<file path="config.mk">
export PLATFORM = sky130hd
export DESIGN_NAME = delta_list_timer_queue
export DESIGN_NICKNAME = d
export VERILOG_FILES = /design/src/hdl/dltq_pkg.sv /design/src/hdl/delta_list_timer_queue.sv /design/src/hdl/dltq_cell.sv
export SDC_FILE = /design/constraint.sdc
export NUM_CORES = 2
export LEC_CHECK = 0
export ABC_AREA = 1
export BUFFER_PORTS_ARGS = -buffer_cell sky130_fd_sc_hd__buf_2
export CAP_MARGIN = 20
export CORE_ASPECT_RATIO = 0.5
export CORE_MARGIN = 2
export CORE_UTILIZATION = 30
export DETAILED_ROUTE_END_ITERATION = 8
export PLACE_DENSITY = 0.52
export SETUP_SLACK_MARGIN = 0.15
export SYNTH_ARGS = -nofsm -noshare
export SYNTH_HDL_FRONTEND = slang
export SYNTH_SLANG_ARGS = --single-unit
</file>
<file path="constraint.sdc">
create_clock -name clk_i -period 5.2 [get_ports clk_i]
set_clock_uncertainty 0.05 [all_clocks]
set_input_delay 0.52 -clock clk_i [delete_from_list [all_inputs] [get_ports clk_i]]
set_output_delay 0.52 -clock clk_i [all_outputs]
set_load 0.005 [all_outputs]
</file>
<file path="src/hdl/dltq_pkg.sv">
// ----------------------------------------------------------------------------
// dltq_pkg
// Shared types and constants of the delta list timer queue.
// ----------------------------------------------------------------------------
package dltq_pkg;

  localparam int unsigned NUM_TIMERS = 10;
  localparam int unsigned LIST_DEPTH = 10;
  localparam int unsigned TICK_MS    = 10;

  localparam int unsigned TIMER_W = 4;
  localparam int unsigned DELTA_W = 16;
  localparam int unsigned MS_W    = 16;
  localparam int unsigned CNT_W   = $clog2(LIST_DEPTH + 1);

  // reciprocal for delay_ms / TICK_MS, exact for every 16-bit dividend
  localparam int unsigned   DIV_SHIFT = MS_W + $clog2(TICK_MS);
  localparam longint unsigned DIV_MUL =
    ((longint'(1) << DIV_SHIFT) + longint'(TICK_MS) - 1) / longint'(TICK_MS);
  localparam int unsigned   MUL_W  = MS_W + 1;
  localparam int unsigned   PROD_W = MS_W + MUL_W;

  typedef struct packed {
    logic               cmd;
    logic [TIMER_W-1:0] timer_index;
    logic [MS_W-1:0]    delay_ms;
  } in_t;

  typedef struct packed {
    logic [9:0]       expired_flags;
    logic             insert_dropped;
    logic [CNT_W-1:0] pending_count;
  } out_t;

  typedef struct packed {
    logic [TIMER_W-1:0] timer;
    logic [DELTA_W-1:0] delta;
  } entry_t;

  // token walking down the chain: searching with the remaining ticks,
  // or carrying a displaced entry towards the tail
  typedef struct packed {
    logic               active;
    logic               carry;
    logic [TIMER_W-1:0] timer;
    logic [DELTA_W-1:0] value;
  } tok_t;

  typedef struct packed {
    logic shl;
    logic dec;
  } cell_ctrl_t;

  localparam logic CMD_TICK = 1'b0;
  localparam logic CMD_SET  = 1'b1;

endpackage

</file>
<file path="src/hdl/delta_list_timer_queue.sv">
// ----------------------------------------------------------------------------
// delta_list_timer_queue
// Software timers held as a delta list in a chain of slots.
// ----------------------------------------------------------------------------
// Input channel in_valid_i/in_ready_o carries in_data_i: a tick (cmd 0) or a
// set of timer_index to delay_ms (cmd 1). Every input transaction yields one
// output transaction on out_valid_o/out_ready_i with the expired flags, the
// drop indication and the pending count as they stand after the item.
// One item is in work at a time. A set passes S_DIV and S_LAUNCH to S_WALK,
// where the insertion token moves one slot per cycle down the chain until
// it stops at a slot (0 to 9), and then S_FIN. A tick passes S_DEC and
// S_POP, where the expired entries are popped one per cycle, and then
// S_FIN. Ignored sets, drops and empty ticks go straight to S_FIN.
// The output register parts the two sides: the next item is accepted while
// a result waits, and the block stalls only when a second result is ready
// before the first has been taken.
// Reset empties the list and clears all flags; no clearing pass is needed.
// ----------------------------------------------------------------------------
module delta_list_timer_queue
  import dltq_pkg::*;
(
  input  logic clk_i,
  input  logic rst_ni,
  input  logic in_valid_i,
  output logic in_ready_o,
  input  in_t  in_data_i,
  output logic out_valid_o,
  input  logic out_ready_i,
  output out_t out_data_o
);

  typedef enum logic [2:0] {
    S_IDLE, S_DIV, S_LAUNCH, S_WALK, S_DEC, S_POP, S_FIN
  } state_e;

  state_e                state_q;
  logic [CNT_W-1:0]      count_q;
  logic [NUM_TIMERS-1:0] flags_q;
  logic [TIMER_W-1:0]    idx_q;
  logic [MS_W-1:0]       ms_q;
  logic [PROD_W-1:0]     prod_q;
  logic                  dropped_q;
  tok_t                  launch_q;
  out_t                  out_q;
  logic                  out_valid_q;

  cell_ctrl_t            ctrl;
  entry_t                entries [LIST_DEPTH];
  tok_t                  toks    [LIST_DEPTH];
  logic [LIST_DEPTH-1:0] tok_end;
  logic [LIST_DEPTH-1:0] tok_act;
  logic                  pop_now;

  assign pop_now  = (state_q == S_POP) && (count_q != '0) && (entries[0].delta == '0);
  assign ctrl.shl = pop_now;
  assign ctrl.dec = (state_q == S_DEC);

  for (genvar k = 0; k < LIST_DEPTH; k++) begin : g_cell
    tok_t   tok_in;
    entry_t nbr;
    if (k == 0) begin : g_head
      assign tok_in = launch_q;
    end else begin : g_body
      assign tok_in = toks[k-1];
    end
    if (k == LIST_DEPTH - 1) begin : g_tail
      assign nbr = entries[k];
    end else begin : g_mid
      assign nbr = entries[k+1];
    end

    dltq_cell u_cell (
      .clk_i     (clk_i),
      .rst_ni    (rst_ni),
      .ctrl_i    ((k == 0) ? ctrl : cell_ctrl_t'{shl: ctrl.shl, dec: 1'b0}),
      .valid_i   (32'(k) < 32'(count_q)),
      .nbr_i     (nbr),
      .tok_i     (tok_in),
      .tok_o     (toks[k]),
      .entry_o   (entries[k]),
      .tok_end_o (tok_end[k])
    );
    assign tok_act[k] = toks[k].active;
  end

  assign in_ready_o  = (state_q == S_IDLE);
  assign out_valid_o = out_valid_q;
  assign out_data_o  = out_q;

  always_ff @(posedge clk_i) begin
    if (state_q == S_IDLE && in_valid_i) begin
      idx_q <= in_data_i.timer_index;
      ms_q  <= in_data_i.delay_ms;
    end
    if (state_q == S_DIV) begin
      prod_q <= PROD_W'(ms_q) * PROD_W'(MUL_W'(DIV_MUL));
    end
  end

  always_ff @(posedge clk_i or negedge rst_ni) begin
    if (!rst_ni) begin
      state_q     <= S_IDLE;
      count_q     <= '0;
      flags_q     <= '0;
      dropped_q   <= 1'b0;
      launch_q    <= '0;
      out_q       <= '0;
      out_valid_q <= 1'b0;
    end else begin
      // in the final state the result register is handled below
      if (out_ready_i && state_q != S_FIN) begin
        out_valid_q <= 1'b0;
      end
      unique case (state_q)
        S_IDLE: begin
          launch_q.active <= 1'b0;
          if (in_valid_i) begin
            dropped_q <= 1'b0;
            if (in_data_i.cmd == CMD_SET) begin
              if (32'(in_data_i.timer_index) >= NUM_TIMERS) begin
                state_q <= S_FIN;
              end else if (32'(count_q) >= LIST_DEPTH) begin
                dropped_q <= 1'b1;
                state_q   <= S_FIN;
              end else begin
                state_q <= S_DIV;
              end
            end else begin
              state_q <= (count_q == '0) ? S_FIN : S_DEC;
            end
          end
        end
        S_DIV: begin
          state_q <= S_LAUNCH;
        end
        S_LAUNCH: begin
          launch_q <= '{active: 1'b1, carry: 1'b0, timer: idx_q,
                        value: DELTA_W'(prod_q >> DIV_SHIFT)};
          state_q  <= S_WALK;
        end
        S_WALK: begin
          launch_q.active <= 1'b0;
          if (|tok_end) begin
            count_q        <= count_q + CNT_W'(1);
            flags_q[idx_q] <= 1'b0;
            state_q        <= S_FIN;
          end
        end
        S_DEC: begin
          state_q <= S_POP;
        end
        S_POP: begin
          if (pop_now) begin
            flags_q[entries[0].timer] <= 1'b1;
            count_q                   <= count_q - CNT_W'(1);
          end else begin
            state_q <= S_FIN;
          end
        end
        S_FIN: begin
          if (!out_valid_q || out_ready_i) begin
            out_q.expired_flags  <= 10'(flags_q);
            out_q.insert_dropped <= dropped_q;
            out_q.pending_count  <= count_q;
            out_valid_q          <= 1'b1;
            state_q              <= S_IDLE;
          end
        end
        default: begin
          state_q <= S_IDLE;
        end
      endcase
    end
  end

  // only one slot can be the first free one
  a_single_end: assert property (@(posedge clk_i) disable iff (!rst_ni)
    $onehot0(tok_end))
    else $error("insertion token ended in more than one slot");

  // at most one token in flight along the chain
  a_single_tok: assert property (@(posedge clk_i) disable iff (!rst_ni)
    $onehot0({tok_act, launch_q.active}))
    else $error("more than one insertion token in the chain");

  a_count_range: assert property (@(posedge clk_i) disable iff (!rst_ni)
    32'(count_q) <= LIST_DEPTH)
    else $error("pending count beyond list depth");

  // a drop is reported only against a full list
  a_drop_full: assert property (@(posedge clk_i) disable iff (!rst_ni)
    (state_q == S_FIN && dropped_q) |-> (32'(count_q) == LIST_DEPTH))
    else $error("insert dropped while list had room");

  // an insertion walk always finishes within the list
  a_walk_ends: assert property (@(posedge clk_i) disable iff (!rst_ni)
    (state_q == S_WALK && !launch_q.active && tok_act == '0) |-> (|tok_end) ||
    $past(|tok_end))
    else $error("insertion token lost");

endmodule

</file>
<file path="src/hdl/dltq_cell.sv">
// ----------------------------------------------------------------------------
// dltq_cell
// One list slot: holds an entry, counts its delta down on a decrement, shifts
// towards the head on a pop and passes the insertion token on to the next slot.
// ----------------------------------------------------------------------------
module dltq_cell
  import dltq_pkg::*;
(
  input  logic       clk_i,
  input  logic       rst_ni,
  input  cell_ctrl_t ctrl_i,
  input  logic       valid_i,
  input  entry_t     nbr_i,
  input  tok_t       tok_i,
  output tok_t       tok_o,
  output entry_t     entry_o,
  output logic       tok_end_o
);

  entry_t entry_q, entry_d;
  tok_t   tok_q, tok_d;

  always_comb begin
    entry_d   = entry_q;
    tok_d     = '0;
    tok_end_o = tok_i.active & ~valid_i;
    if (ctrl_i.dec) begin
      if (entry_q.delta != '0) begin
        entry_d.delta = entry_q.delta - DELTA_W'(1);
      end
    end else if (ctrl_i.shl) begin
      entry_d = nbr_i;
    end else if (tok_i.active) begin
      if (!valid_i) begin
        // first free slot: token comes to rest here
        entry_d.timer = tok_i.timer;
        entry_d.delta = tok_i.value;
      end else if (tok_i.carry) begin
        entry_d.timer = tok_i.timer;
        entry_d.delta = tok_i.value;
        tok_d         = '{active: 1'b1, carry: 1'b1,
                          timer: entry_q.timer, value: entry_q.delta};
      end else if (entry_q.delta > tok_i.value) begin
        // insert here, the old entry keeps only what is left after us
        entry_d.timer = tok_i.timer;
        entry_d.delta = tok_i.value;
        tok_d         = '{active: 1'b1, carry: 1'b1, timer: entry_q.timer,
                          value: entry_q.delta - tok_i.value};
      end else begin
        tok_d = '{active: 1'b1, carry: 1'b0, timer: tok_i.timer,
                  value: tok_i.value - entry_q.delta};
      end
    end
  end

  always_ff @(posedge clk_i) begin
    entry_q <= entry_d;
  end

  always_ff @(posedge clk_i or negedge rst_ni) begin
    if (!rst_ni) begin
      tok_q <= '0;
    end else begin
      tok_q <= tok_d;
    end
  end

  assign tok_o   = tok_q;
  assign entry_o = entry_q;

endmodule
</file>
* After elaboration in Yosys (flattened, before gate mapping)
Cells that the tools add are included.
Storage, ports and cells: register bits after elaboration 502, input port bits 25
Cells by class: eq/ne operators 24, add/sub/neg operators 21, reductions and logical operators 42, magnitude comparators 26, bitwise operators 25, multiply operators 1, mux-type cells 120
Operator list (count):
- $mux 20 | 47
- $mux 22 | 28
- $mux 21 | 17
- $sub 16x16->16 | 16
- $gt 16x16->1 | 9
- $ne 4x4->1 const B | 9
- $mul 16x16->32 const B | 1
- $mux 16 | 2
- $reduce_bool 2->1 | 11
- $mux 3 | 7
- $pmux 3 s7 | 1
- $mux 10 | 2
- $pmux 10 s2 | 1
- $reduce_and 2->1 | 10
- $gt 16x13->1 | 1
- $logic_not 16->1 | 1
- $lt 3x4->1 const A | 4
- $reduce_bool 16->1 | 1
- $sub 13x16->16 | 1
- $sub 16x1->16 const B | 1
- $sub 16x13->16 | 1
- $not 1->1 | 12
- $reduce_and 3->1 | 4
- $and 1x1->1 | 10
- other kinds (33) | 62

* Longest topological paths before layout
depth in word-level cells 8, mapped depth 23, depth with buffers taken out 23

* Cells and area by module
A second synthesis with hierarchy kept.
Unflattened totals: cells, all modules 7711, area total of the unflattened synthesis 51060.2 sq um
By module, submodules not included:
- dltq_cell at g_cell[0].u_cell ... | times used 4, area each 4246.6 sq um, cells an instance 670, sequential area each 1151.1 sq um
- dltq_cell at g_cell[4].u_cell ... | times used 4, area each 4196.5 sq um, cells an instance 666, sequential area each 1151.1 sq um
- delta_list_timer_queue | times used 1, area each 8962.3 sq um, cells an instance 1066, sequential area each 2292.2 sq um
- dltq_cell at g_cell[9].u_cell | times used 1, area each 4170.2 sq um, cells an instance 648, sequential area each 1151.1 sq um
- dltq_cell at g_cell[7].u_cell | times used 1, area each 4155.2 sq um, cells an instance 653, sequential area each 1151.1 sq um

* Worst setup path after synthesis
No wires, ideal clock.
path kind register -> register, from register ms_q[4], to register prod_q[31] (data pin), required time 4898 ps, period minus slack after synthesis 4845 ps, path slack 355 ps, arrival 4543 ps, setup time 252 ps, stages on the path, launching flop included 21, cells stage by stage edfxtp_1 -> ha_1 -> xor2_1 -> ha_1 -> fa_1 -> inv_1 -> fa_1 -> inv_1 -> fa_1 -> inv_1 -> fa_1 -> inv_1 -> ha_1 -> nand2_1 -> nor2_1 -> inv_1 -> nor2_1 -> nand3_1 -> or2_2 -> nand3_1 -> nand2_1
Between the ends: cells in the longest elaborated chain, start to end 1
RTL lines:
- from (decl) | line delta_list_timer_queue.sv:40 | logic [MS_W-1:0] ms_q;
- from (signal assigned) | line delta_list_timer_queue.sv:93 | ms_q <= in_data_i.delay_ms;
- $mul 16x16->32 | line delta_list_timer_queue.sv:96 | prod_q <= PROD_W'(ms_q) * PROD_W'(MUL_W'(DIV_MUL));
- to (signal assigned) | line delta_list_timer_queue.sv:96
- to (decl) | line delta_list_timer_queue.sv:41 | logic [PROD_W-1:0] prod_q;
Every way passes these cells. A chain may end at the register's enable or synchronous reset.

* Worst setup path in the final report
from register ms_q[4], to register prod_q[20] (data pin)
The elaborated chain is that of the path after synthesis.

==> metrics.csv <==
metric;value;unit
status;finished, final reports clean;
startpoint types;register;
die width;532;um
area grow syn2layout;10.4;%
leak pwr;22.0;nW
Setup violations, final;0;
initial antenna violation count;0;
Power Density;178;mW/mm^2
CP delay by family, top;adder cells;
CTS tree;yes;
Setup CP Type;reg -> reg;
setup TNS;0;ps
Congestion Overflow GR;0;
CORE AREA;0.138;mm^2
largest net degree at the start of global routing;114;
RePlAce Congestion;0.893;
GRT Util Overall;16.7;%
Yosys warnings;0;
commonest cells in the synthesized netlist;nand2_1, inv_1, a21oi_1;
Async S/R FF share, synth;51.8;%
synthesized area;0.0418;mm^2
Ports;42;
fin cells;7486;
syn avg cell area;7.53;um^2
FF-to-FF Start;ms_q[4];
Worst-Skew Late Latency;670;ps
Routed WL per cell;16.0;um
count leader, synth;nand2_1;
first-pass GRT wire length;192000;um
Critical Path AT;5290;ps
CP max stage cell;fa_1;
Tmin final;4920;ps
Largest stage delay, worst path;550;ps
post-route clock period utilization;94.6;%
worst vdd ir;277;uV
Post-synth EDFFs;233;
DRT antenna net count;0;
diode count;0;
r2r setup slk;280;ps
H-tree Lvls;2;
post-synthesis sequential area ratio;31.7;%
Iter 0 DRT Violations;1907;
Die ar.;0.143;mm^2
area leader, netlist;edfxtp_1;
syn_nets;6099;
fin util;33.5;%
Initial Util;30.3;%
hpwl dp;94200;um
R2R depth;18;
Worst Hold Class;in -> reg;
Crit path buffers/inverters;6;
RSZ-0062 raised after global routing;true;
share of cells above drive strength 1;8.00;%
vias per cell;4.64;
final max-slew violation count;0;
via count;34700;
row count;96;
First-pass DRT Iterations;6;
vias in the first global route;34600;
relative slew slack;33.6;%
placed cells;7339;
die height;268;um
flops & latches, synth;483;
final hold viol count;0;
synth top area cells;edfxtp_1, dfrtp_1, nand2_1;
max_cap viols;0;
drt drc;0;
worst r2r dst;prod_q[20];
crit path launch;ms_q[4];
Total Nets Final;6123;
clock transition at the registers of the reported paths;70;ps
worst path required time;5570;ps
CTS max path bufs;3;
crit-path most repeated cell;inv_1;
Distinct cells, synth;54;
worst path cell trace;ha_4, inv_1, fa_1, inv_1, fa_1, fa_2, fa_1, inv_1, fa_1, inv_1, ha_4, nand2_1, nor2_2, inv_1, o21bai_1, a21oi_2, buf_4, xnor2_1;
ys flop type;dfrtp_1;
CP Max Fanout;4;
clock root cell;clkbuf_16;
Synth top area share;16.7;%
Sink Count;483;
fmax;203;MHz
CP Capture Point;prod_q[20];
Mapped Cells;5553;
total CTS buffers;55;
Worst-Margin Slew;996;ps
Routed WL;120000;um
Critical Path End Type;register;
CP Depth;18;
port buffer count;41;
-- per-stage QoR --
stage / worst slack [ps] / hold slack (ps) / total power (W) / area, um^2
finish: 280 / 77.0 / 0.00824 / 46200
global route: 113 / 133 / 0.00852 / 46200
CTS: 145 / 43.0 / 0.00837 / 45800
detailed placement: 112 / 355 / 0.00412 / 43700
global placement: 161 / 352 / 0.00412 / 43700
floorplan: 355 / 174 / 0.00406 / 41800
-- tightest hold or removal path, stage by stage --
cell	delay [ps]
buf_2	70
inv_1	40
nand2_1	70
nand2_1	50
-- sequential cells by signal, indices dropped and copies added (netlist names) --
| name | count |
|---|---|
| g_cell.u_cell.entry_o | 200 |
| g_cell.u_cell.tok_o | 198 |
| g_cell.tok_in | 18 |
| ms_q | 16 |
| out_data_o | 15 |
| prod_q | 13 |
| flags_q | 10 |
| count_q | 4 |
| idx_q | 4 |
| state_q | 3 |
| dropped_q | 1 |
| out_valid_o | 1 |
-- cells by family after synthesis --
family | Yosys count | synth area share [%]
adder cells (fa/ha/maj) | 521 | 17.3
flip-flops | 483 | 31.7
AND/OR/NAND/NOR | 2233 | 22.3
buffers and inverters | 1031 | 10.3
XOR/XNOR | 154 | 3.23
AO/OA/AOI/OAI | 1131 | 15.1
-- report_power, final --
group          internal (W)  switching (W)
Clock               0.00236        0.00183
Combinational     0.0000200      0.0000489
Sequential          0.00398   0.0000000834
-- worst min-delay path by stage --
stage               depth (start not counted)  slack (ps)                        from                           end
floorplan                                   0         170                      rst_ni                    count_q[0]
global placement                            0         350  g_cell[8].u_cell.tok_o[19]  g_cell[9].u_cell.entry_o[19]
detailed placement                          0         360  g_cell[8].u_cell.tok_o[17]  g_cell[9].u_cell.entry_o[17]
CTS                                         4          40                 out_ready_i                   out_valid_o
global route                                4         130                 out_ready_i                   out_valid_o
finish                                      4          80                 out_ready_i                   out_valid_o
-- cells in the final DEF (no fill, tap or decap), drive strengths merged, types with 15 or more instances in the layout --
cell,n
nand2,1629
inv,882
o21ai,539
a21oi,459
ha,424
nor2,310
dfrtp,250
edfxtp,233
nand3,203
xor2,132
buf,101
fa,97
clkbuf,70
o211ai,37
nor3,35
o21bai,33
nor4,27
a21o,25
xnor2,22
dlygate4sd3,21
clkinv,19
a31oi,15
-- metal layers --
| layer | track usage (%) | vias to the layer above | share of wire, % |
|---|---|---|---|
| li1 | - | 17900 | - |
| met1 | 22.5 | 16200 | 48 |
| met2 | 28.8 | 498 | 47 |
| met3 | 1.58 | 142 | 2.8 |
| met4 | 3.85 | 0 | 2.1 |
| met5 | 0 | - | 0 |
-- area by class of cell --
type                            count  area, um^2
Fill cell                       14900       91600
Timing Repair Buffer              122         888
Clock inverter                     34         408
Tap cell                         1862        2330
Sequential cell                   483       13300
Clock buffer                       70        1490
Inverter                          876        3310
Multi-Input combinational cell   4039       24500
-- what timing repair did --
action / CTS / global route
pin swaps: 0 / 14
buffers inserted: 4 / 18
setup endpoints to repair: 2 / 11
resized for setup: 0 / 46
hold buffers: 21 / 0
gates cloned: 0 / 0
endpoints found under the hold margin: 124 / 0
Note: power is estimated with default switching activity, not from simulation.
